## config.mk

```make
export PLATFORM = sky130hd
export DESIGN_NAME = mts_ctrl
export DESIGN_NICKNAME = d
export VERILOG_FILES = /design/src/hw/rtl/mts_pkg.sv /design/src/hw/rtl/mts_ctrl.sv
export SDC_FILE = /design/constraint.sdc
export NUM_CORES = 1
export LEC_CHECK = 0
export BUFFER_PORTS_ARGS = -buffer_cell sky130_fd_sc_hd__buf_2
export CORE_AREA = 2 2 39 41
export CTS_BUF_LIST = sky130_fd_sc_hd__clkbuf_16
export DETAILED_ROUTE_END_ITERATION = 10
export DIE_AREA = 0 0 41 43
export HOLD_SLACK_MARGIN = 0.12
export PLACE_DENSITY = 0.41
export SYNTH_ARGS = -nofsm -noshare
export SYNTH_HDL_FRONTEND = slang
export SYNTH_SLANG_ARGS = --single-unit
```

## constraint.sdc

```tcl
create_clock -name clock -period 1.9 [get_ports clock]
set_input_delay 0.095 -clock clock [delete_from_list [all_inputs] [get_ports clock]]
set_output_delay 0.095 -clock clock [all_outputs]
set_load 0.005 [all_outputs]
```

## src/hw/rtl/mts_pkg.sv

```systemverilog
// Package for the min tracking stack: field widths, opcode and status codes,
// the stored entry format and the controller/datapath command and status structs.
// Depends on nothing.
`default_nettype none

package mts_pkg;

   localparam int DATA_W              = 32;
   localparam int OP_W                = 2;
   localparam int ST_W                = 2;
   localparam int DEFAULT_STACK_DEPTH = 256;

   localparam logic [OP_W-1:0] OP_QUERY = 2'd0;
   localparam logic [OP_W-1:0] OP_PUSH  = 2'd1;
   localparam logic [OP_W-1:0] OP_POP   = 2'd2;

   localparam logic [ST_W-1:0] ST_OK    = 2'd0;
   localparam logic [ST_W-1:0] ST_FULL  = 2'd1;
   localparam logic [ST_W-1:0] ST_EMPTY = 2'd2;

   // one stack entry: its value and the minimum of it and all entries below
   typedef struct packed {
      logic signed [DATA_W-1:0] value;
      logic signed [DATA_W-1:0] run_min;
   } entry_type;

   // controller to datapath
   typedef struct packed {
      logic exec;      // accept the item on the request ports
      logic load_top;  // move the fetched entry into the top registers
   } dp_cmd_type;

   // datapath to controller
   typedef struct packed {
      logic need_fetch;  // pending request is a pop that exposes a stored entry
   } dp_stat_type;

endpackage

`default_nettype wire

```

## src/hw/rtl/mts_ctrl.sv

```systemverilog
// Controller for the min tracking stack: handshake state machine.
// Depends on mts_pkg.
`default_nettype none

module mts_ctrl (
   input  wire                  clock,
   input  wire                  reset,
   input  wire                  req_valid,
   output logic                 req_ready,
   output logic                 rsp_valid,
   input  wire                  rsp_ready,
   input  wire mts_pkg::dp_stat_type stat,
   output mts_pkg::dp_cmd_type  cmd
);
   import mts_pkg::*;

   typedef enum logic [2:0] {
      S_IDLE  = 3'b001,
      S_FETCH = 3'b010,
      S_RESP  = 3'b100
   } state_type;

   state_type state_ff, state_in;
   logic      accept;

   always_comb begin
      req_ready    = (state_ff == S_IDLE) || ((state_ff == S_RESP) && rsp_ready);
      rsp_valid    = (state_ff == S_RESP);
      accept       = req_valid && req_ready;
      cmd.exec     = accept;
      cmd.load_top = (state_ff == S_FETCH);
   end

   always_comb begin
      state_in = state_ff;
      unique case (state_ff)
         S_IDLE: begin
            if (accept) state_in = stat.need_fetch ? S_FETCH : S_RESP;
         end
         S_FETCH: begin
            state_in = S_RESP;
         end
         S_RESP: begin
            if (accept) state_in = stat.need_fetch ? S_FETCH : S_RESP;
            else if (rsp_ready) state_in = S_IDLE;
         end
         default: begin
            state_in = S_IDLE;
         end
      endcase
   end

   always_ff @(posedge clock) begin
      if (reset) state_ff <= S_IDLE;
      else state_ff <= state_in;
   end

endmodule

`default_nettype wire

```

* Word level (Yosys, flattened, before mapping)
Index checks and enable logic that the tools add are counted.
Word-level totals: register bits 3, bits in latches 0, memory bits (writable) 0, ROM bits 0, memories kept 0
Cells by class: add/sub/neg operators 0, $mul 0, divide/modulo/power cells 0, $lt $le $gt $ge 0, equal/unequal tests 5, shift-type cells 0, multiplexer cells 5, bitwise gates (word level) 0, reduce and logical (&&, ||, !) cells 4
Operators with widths (count):
- 3-bit 2-to-1 mux | 4
- 3-bit one-hot mux with 3 select lines | 1
- 3-bit by 1-bit == test with 1-bit output, second input constant | 1
- 3-bit by 2-bit == test with 1-bit output, second input constant | 1
- 3-bit == test, second input constant | 1
- 3-bit by 1-bit != test with 1-bit output, second input constant | 1
- 1-bit logical AND | 2
- 2-bit != test, second input constant | 1
- 2-bit AND reduction | 1
- 1-bit logical OR | 1

* Depth between registers and ports, before layout
Gate-level depths: netlist of the first run.
word-level depth 6, mapped depth 4, depth with buffers taken out 3

* Worst setup path after synthesis of the first run
Ideal clock, no wire load.
kind register to output, from register state_ff[0], to output cmd[1] (netlist bit), arrival 0.892 ns, setup slack 0.913 ns, stages on the path, launching flop included 5, buffers on the path 1, cell sequence dfxtp_1 > nand3b_1 > a21oi_2 > and2_1 > buf_4
Between the ends: word-level cells in the longest chain between the ends 4, elaborated cells between the ends (all ways) 5, those cells by class 2 x eq/ne; 3 x reduce/logical
RTL lines:
- start: declaration | RTL line mts_ctrl.sv:23 | state_type state_ff, state_in;
- start signal: assignment | RTL line mts_ctrl.sv:55 | else state_ff <= state_in;
- 3-bit == test | RTL line mts_ctrl.sv:27 | req_ready = (state_ff == S_IDLE) || ((state_ff == S_RESP) && rsp_ready);
- 1-bit logical AND | RTL line mts_ctrl.sv:27
- 1-bit logical OR (*) | RTL line mts_ctrl.sv:27
- via req_ready | RTL line mts_ctrl.sv:9 | output logic req_ready,
- 1-bit logical AND (*) | RTL line mts_ctrl.sv:29 | accept = req_valid && req_ready;
- end: declaration | RTL line mts_ctrl.sv:13 | output mts_pkg::dp_cmd_type cmd
Mark *: on every way through the listed nets, which the timed path passes. The rest lies on a longest branch.

==> results of run 1 <==
critical path: stages (launching register included):
cell and delay (ns):
dfxtp_1 0.42, nand3b_1 0.12, a21oi_2 0.17, and2_1 0.13, buf_2 0.10
worst max-delay path by stage:
stage                     start     end  cells past startpoint
CTS                 state_ff[2]  cmd[1]                      4
floorplan           state_ff[0]  cmd[1]                      4
global placement    state_ff[2]  cmd[1]                      4
detailed placement  state_ff[2]  cmd[1]                      4
finish              state_ff[2]  cmd[1]                      4
global route        state_ff[2]  cmd[1]                      4
stage by stage:
stage / cell area, µm² / power, mW
3_5_place_dp: 234 / 0.106
4_1_cts: 323 / 0.439
5_1_grt: 323 / 0.453
3_3_place_gp: 234 / 0.107
2_1_floorplan: 181 / 0.0943
6_report: 323 / 0.434
cells in the final DEF, fill, tap and decap left out, types with 2 or more instances in the layout:
cell / instances
buf_2: 8
clkbuf_16: 3
dfxtp_1: 3
nor2_1: 2
nand2b_1: 3
kinds of logic after synthesis:
kind of cell,after synthesis
and+or+nand+nor,12
AOI/OAI and AO/OA,6
DFF,3
buffers and inverters,1
power groups by stage:
stage          combinational (mW)  sequential, mW  clock (mW)
6_report                   0.0334          0.0735       0.328
5_1_grt                    0.0376          0.0741       0.342
4_1_cts                    0.0340          0.0732       0.332
3_5_place_dp               0.0322          0.0741           0
3_3_place_gp               0.0324          0.0747           0
2_1_floorplan              0.0215          0.0728           0
area by class of cell:
type	instances	area (µm²)	share of cell area, %
Multi-Input combinational cell	18	114	35.3
Clock buffer	3	75.1	23.3
Sequential cell	3	60.1	18.6
Timing Repair Buffer	9	50.0	15.5
Tap cell	16	20.0	6.20
Clock inverter	1	3.75	1.16
layer usage:
layer | part of all wire, % | track usage [%] | vias to the layer above
met4 | 3.4 | 8.00 | 0
met1 | 52 | 8.65 | 77
met5 | 0 | 0 | -
met2 | 30 | 5.94 | 13
li1 | - | - | 105
met3 | 14 | 3.14 | 2
==> impl_metrics.toml, run 1 <==
[grt]
grt_pass1_wl_um = 676
grt_util_all_layers_pct = 6.42
grt_overflow = 0
antenna_found_initial = 0
grt_max_degree = 8
grt_pass1_vias = 161

[clocking]
hold_buffers = 1
post_cts_buffers = 0
insertion_delay_ns = 0.22
clkSlewWorstSetupHoldPaths_ns = 0.03
cts_tree = "built"
cts_root_buffer = "clkbuf_16"
htreeDepth = 1
numCtsBuffers = 3
cts_buffer_depth = 2
cts_num_sinks = 3
postCtsResizedCells = 0

[synthesis]
synth_area_leaders = "dfxtp_1 33%, nand2b_1 10%, and4b_1 5.5%, a21oi_2 4.8%, o31a_1 4.8%"
synth_adder_area_share_pct = 0
synthXorXnorAreaFrac_pct = 0
synth-seq-cells = 3
synth_fp_nets = 27
synth_ff_type = "dfxtp_1"
synthMuxAreaShare_pct = 0
yosysSeqAreaShare_pct = 33.1
avgSynthCellArea_um2 = 8.25
synth-warning-count = 0
synth_top_area_share_pct = 33.1
syn_inst = 22
synth.distinct_cells = 17
synthArstFlopShare_pct = 0
yosys.area.top_type = "dfxtp_1"
synth_compound_area_share_pct = 22.8
synth_edf_count = 0
syn_area_um2 = 181
synth-simple-area-share_pct = 40.0
synthTopCellsByCount = "3 x dfxtp_1, 3 x nand2b_1, 2 x nor2_1"
synth_top_family_by_area = "simple AND/OR/NAND/NOR gates"

[timing]
tns_ns = 0
slew_violations = 0
rsz0062_at_grt = "no"
period_share_pct = 66.2
final-hold-violation-count = 0
max-slew-margin-rel_pct = 80.8
worst_pin_slew_ns = 0.287
fin_skew_ns = 0.000607
fmax_mhz = 795
layout_setup_ws_ns = 0.643
layout_min_cycle_time_ns = 1.26
setup_viol = 0
holdWs_ns = 0.200

[power_and_ir_drop]
p_sw_mw = 0.0765
ir_drop_v = 0.000537
p_int_mw = 0.358
leakagePower_nw = 0.147
power_density_nw_per_um2 = 1350
pwr-share-comb_pct = 7.7
power_frac_clock_pct = 75.4
power.share.switching_pct = 17.6
seqPwrFrac_pct = 16.9

[placement]
place.gp.congestion = 0.636
hpwl_um = 316
dpl_worst_slack_ns = 0.875
dp_cells = 45
io_buffers = 8

[detailed_routing]
wl_per_cell_um = 8.88
drtIter0Drc = 1
dr.pass1.iters = 4
ant_nets = 0
routed_wl_um = 444
vias = 197
drc = 0
via_per_inst = 3.94

[layout]
regMostFlops = "state_ff"
largest_register_ffs = 3
area_growth_pct = 77.9
largestRegisters = "state_ff (3)"
fin_cells = 50
antenna_cells = 0
fillers = 149
layout-drive-gt1-share_pct = 35.3
final_core_util_pct = 23.3
layout.nets = 40

[floorplan]
fp.coreArea_um2 = 1380
start_util_pct = 13.1
die_area_um2 = 1760
dieWidth_um = 41
ioPinCount = 9
die_h_um = 43
rows = 14

[worst_setup_path]
critPathLaunchType = "flop"
cp-end-kind = "primary output"
path_max_fanout = 7
path_class = "reg -> out"
r2r_end = "state_ff[2]"
reg2reg_depth = 3
required_ns = 1.80
critPathArrivalTime_ns = 1.16
reg2reg_slack_ns = 0.90
reg2reg_from = "state_ff[0]"

[outcome]
outcome = "complete, no violations"

[hold_path]
hold_path.class = "in -> reg"
min_path_cells = 2
min_from = "stat"
worstHoldEndpoint = "state_ff[1]"

[run]
maxCapViolCount = 0
Power figures use the tool's default switching activity.
==> run 2, diff against run 1 <==
- clock period: 1.9 -> 1.3 ns (I/O delays scaled with it)
==> run 2 against run 1 <==
  * First-iteration DRC count rose to 5.0 times the previous value
  * Setup slack worse by 0.54 ns
  * Die area unchanged
  * Critical path depth unchanged
  * Utilization up 0.090 points
  * Cell count unchanged
  * Sequential cell count unchanged
  * Worst hold slack worse by 0.032 ns
  * Critical path type unchanged
  * Largest cell class unchanged
  * Largest power group unchanged
  * Highest routed layer unchanged
==> impl_metrics.toml, run 2 (same netlist as run 1, synthesis figures left out) <==
[detailed_routing]
drc = 0
drtIter0Drc = 5
wl_per_cell_um = 9.20
dr.pass1.iters = 4
routed_wl_um = 460
ant_nets = 0
vias = 203
via_per_inst = 4.06

[layout]
area_growth_pct = 78.6
layout-drive-gt1-share_pct = 38.2
mostFrequentLayoutCells = "8 x buf_2, 3 x nand2b_1, 3 x clkbuf_16"
multiInputGateArea_um2 = 114
layout_commonest_cell = "buf_2"
largest_register_ffs = 3
layout.nets = 40
fillers = 157
antenna_cells = 0
regMostFlops = "state_ff"
ff_latch_area_um2 = 61.3
largestRegisters = "state_ff (3)"

[worst_setup_path]
path_class = "reg -> out"
critPathLaunchType = "flop"
path_max_fanout = 6
required_ns = 1.24
worstPathCellList = "nand3b_1 -> a21oi_2 -> and2_1 -> buf_2"
max_stage_delay_ns = 0.33
path_buf_inv = 1
critPathArrivalTime_ns = 1.13
cp-end-kind = "primary output"
critPathTopFamily = "flip-flops"
crit_path_top_delay_cell = "dfxtp_1"

[grt]
grt_pass1_vias = 186
grt_pass1_wl_um = 710
grt_overflow = 0
grt_util_all_layers_pct = 7.03
grt_max_degree = 8
antenna_found_initial = 0

[clocking]
cts_num_sinks = 3
cts_tree = "built"
post_cts_buffers = 0
cts_buffer_depth = 2
insertion_delay_ns = 0.22
clkSlewWorstSetupHoldPaths_ns = 0.03
htreeDepth = 1
cts_root_buffer = "clkbuf_16"
numCtsBuffers = 3

[floorplan]
die_h_um = 43
start_util_pct = 13.1
rows = 14
die_area_um2 = 1760
dieWidth_um = 41
ioPinCount = 9
fp.coreArea_um2 = 1380

[power_and_ir_drop]
p_sw_mw = 0.109
seqPwrFrac_pct = 17.0
power_mw = 0.632
ir_drop_v = 0.000702
power.share.switching_pct = 17.2
pwr-share-comb_pct = 7.8
leakagePower_nw = 0.147
power_density_nw_per_um2 = 1950
p_int_mw = 0.523
power_frac_clock_pct = 75.2

[placement]
io_buffers = 8
place.gp.congestion = 0.698
hpwl_um = 351

[timing]
final-hold-violation-count = 0
max-slew-margin-rel_pct = 85.3
tns_ns = 0
period_share_pct = 92.1
slew_violations = 0
worst_pin_slew_ns = 0.220
layout_min_cycle_time_ns = 1.20
fmax_mhz = 835
rsz0062_at_grt = "no"
fin_skew_ns = 0.00228
setup_viol = 0

[outcome]
outcome = "complete, no violations"

[run]
maxCapViolCount = 0

[hold_path]
hold_path.class = "in -> reg"
## run 2: what timing repair did
item / 4_1_cts / 5_1_grt
hold endpoints to repair: 1 / 0
endpoints found under the setup margin: 0 / 1
hold buffers: 1 / 0
resized for setup: 0 / 1
## run 2: power groups by stage
stage | registers (mW) | logic (mW) | clock network, mW
floorplan | 0.106 | 0.0314 | 0
global placement | 0.108 | 0.0478 | 0
detailed placement | 0.108 | 0.0477 | 0
CTS | 0.107 | 0.0501 | 0.485
global route | 0.109 | 0.0566 | 0.493
finish | 0.107 | 0.0493 | 0.475
## run 2: routing by layer
layer  vias to the layer above  track usage (%)  share of wire, %
met4                         0             10.0               2.6
met2                        13             6.88                38
li1                        102                -                 -
met1                        86             7.07                41
met3                         2             5.76                18
met5                         -                0                 0
## run 2: cell type report
type / count / area share (%)
Clock buffer: 3 / 23.2
Tap cell: 16 / 6.18
Multi-Input combinational cell: 18 / 35.1
Timing Repair Buffer: 9 / 15.4
Sequential cell: 3 / 18.9
Clock inverter: 1 / 1.16
## run 2: worst paths after layout
path | cells after the start | endpoint | from | slack (ns)
setup reg to reg | 3 | state_ff[2] | state_ff[0] | 0.30
hold / removal | 2 | state_ff[1] | stat | 0.17
setup / recovery | 4 | cmd[1] | state_ff[0] | 0.10
hold reg to reg | 1 | state_ff[0] | state_ff[1] | 0.55
## run 2: worst reg2reg max path, delay by kind of cell (launching register included)
family,cells,cell delay (ns)
DFF,1,0.38
and+or+nand+nor,1,0.18
AOI/OAI and AO/OA,2,0.33
## run 2: metrics by stage
step           setup slack, ns  hold slack (ns)  instance area (µm²)  cells  util (%)
2_1_floorplan            0.343            0.179                  181     22         -
3_3_place_gp             0.302            0.310                  234     45      16.9
3_5_place_dp             0.298            0.317                  234     45      16.9
4_1_cts                 0.0642            0.164                  323     50      23.3
5_1_grt                 0.0334            0.173                  324     50      23.4
6_report                 0.103            0.168                  324     50      23.4
==> run 3, diff against run 2 <==
- REMOVE_ABC_BUFFERS: default -> 1
==> run 3 against run 2 <==
  * Total power is 2.0% higher
  * Critical path depth is the same
  * Combinational power increased by 15%
  * Sequential share of layout area down 0.43 points
  * Sequential power barely moved
  * Wire length grew 7.4%
  * Via count grew 0.99%
  * Global-route usage rose by 0.49 points
  * Largest cell class unchanged
  * Clock skew decreased by 0.0014 ns
  * Critical endpoint unchanged
  * Highest routed layer unchanged
==> impl_metrics.toml, run 3 (same netlist as run 1, synthesis figures left out) <==
[grt]
antenna_found_initial = 0
grt_pass1_wl_um = 814
grt_pass1_vias = 225
grt_max_degree = 8
grt_util_all_layers_pct = 7.52
grt_overflow = 0

[worst_setup_path]
max_stage_delay_ns = 0.34
cp-end-kind = "primary output"
path_max_fanout = 6
path_class = "reg -> out"
path_buf_inv = 1
critPathArrivalTime_ns = 1.12
worstPathCellList = "nand3b_1 -> a21oi_2 -> and2_1 -> buf_2"
required_ns = 1.24
critPathTopFamily = "flip-flops"
critPathLaunchType = "flop"
crit_path_top_delay_cell = "dfxtp_1"

[detailed_routing]
routed_wl_um = 494
wl_per_cell_um = 9.69
ant_nets = 0
drtIter0Drc = 12
via_per_inst = 4.02
drc = 0
vias = 205
dr.pass1.iters = 3

[clocking]
htreeDepth = 1
cts_num_sinks = 3
clkSlewWorstSetupHoldPaths_ns = 0.03
cts_root_buffer = "clkbuf_16"
insertion_delay_ns = 0.22
cts_tree = "built"
cts_buffer_depth = 2
numCtsBuffers = 3

[floorplan]
die_h_um = 43
rows = 14
dieWidth_um = 41
start_util_pct = 13.1
ioPinCount = 9
fp.coreArea_um2 = 1380
die_area_um2 = 1760

[timing]
fmax_mhz = 847
period_share_pct = 90.8
fin_skew_ns = 0.000903
worst_pin_slew_ns = 0.235
max-slew-margin-rel_pct = 84.3
setup_viol = 0
tns_ns = 0
rsz0062_at_grt = "no"
final-hold-violation-count = 0
slew_violations = 0
holdWs_ns = 0.162
layout_min_cycle_time_ns = 1.18

[power_and_ir_drop]
pwr-share-comb_pct = 8.8
ir_drop_v = 0.000809
seqPwrFrac_pct = 16.7
power.share.switching_pct = 17.9
power_density_nw_per_um2 = 1940
leakagePower_nw = 0.152
p_int_mw = 0.529
power_frac_clock_pct = 74.5
p_sw_mw = 0.115

[layout]
fillers = 157
layout_commonest_cell = "buf_2"
post-route-cell-area_um2 = 332
largest_register_ffs = 3
layout.nets = 41
largestRegisters = "state_ff (3)"
antenna_cells = 0
regMostFlops = "state_ff"
mostFrequentLayoutCells = "8 x buf_2, 3 x nand2b_1, 3 x clkbuf_16"
area_growth_pct = 82.8
layout-drive-gt1-share_pct = 40.0

[placement]
io_buffers = 8
placed_cell_area_um2 = 234
place.gp.congestion = 0.639

[outcome]
outcome = "complete, no violations"

[hold_path]
hold_path.class = "in -> reg"

[run]
maxCapViolCount = 0
run 3: worst reg2reg max path, stage by stage (launching register included):
cell and delay (ns):
dfxtp_1 0.34, nand3b_1 0.18, a21oi_2 0.14, buf_4 0.13
and4b_1 0.18
run 3: repair_timing:
item,CTS,global route
buffers inserted,0,1
setup endpoints to repair,0,1
hold endpoints to repair,2,0
resized for setup,0,1
hold buffers,1,0
run 3: metal layers:
layer	global-route usage (%)	share of wire [%]	wire, µm
met1	8.63	49	243
met2	8.44	32	160
met3	3.14	14	69
met5	0	0	0
met4	10.0	4.3	21
run 3: worst paths after layout:
| kind | start | to | slack (ns) | cells past startpoint |
|---|---|---|---|---|
| worst max-delay path | state_ff[0] | cmd[1] | 0.12 | 4 |
| worst min-delay path | stat | state_ff[1] | 0.16 | 2 |
| worst max register to register | state_ff[0] | state_ff[1] | 0.27 | 4 |
| worst min register to register | state_ff[1] | state_ff[0] | 0.54 | 1 |
run 3: through the flow:
| step | setup slack [ns] | std cells | total power [mW] | util, % |
|---|---|---|---|---|
| 5_1_grt | 0.0339 | 51 | 0.669 | 24.0 |
| 2_1_floorplan | 0.378 | 21 | 0.133 | - |
| 4_1_cts | 0.0564 | 50 | 0.645 | 23.3 |
| 6_report | 0.120 | 51 | 0.644 | 24.0 |
| 3_3_place_gp | 0.278 | 45 | 0.156 | 16.9 |
| 3_5_place_dp | 0.295 | 45 | 0.156 | 16.9 |
run 3: layout make-up:
| type | instances | area, µm² | area share (%) |
|---|---|---|---|
| tap | 16 | 20.0 | 6.04 |
| clock buffer | 3 | 75.1 | 22.6 |
| timing repair buffer | 10 | 57.6 | 17.4 |
| sequential | 3 | 61.3 | 18.5 |
| multi-input combinational | 18 | 114 | 34.3 |
| clock inverter | 1 | 3.75 | 1.13 |
run 3: power groups by stage:
stage | sequential, mW | clock [mW] | combinational (mW)
floorplan | 0.106 | 0 | 0.0269
global placement | 0.109 | 0 | 0.0477
detailed placement | 0.108 | 0 | 0.0472
CTS | 0.107 | 0.487 | 0.0499
global route | 0.109 | 0.497 | 0.0636
finish | 0.108 | 0.480 | 0.0568
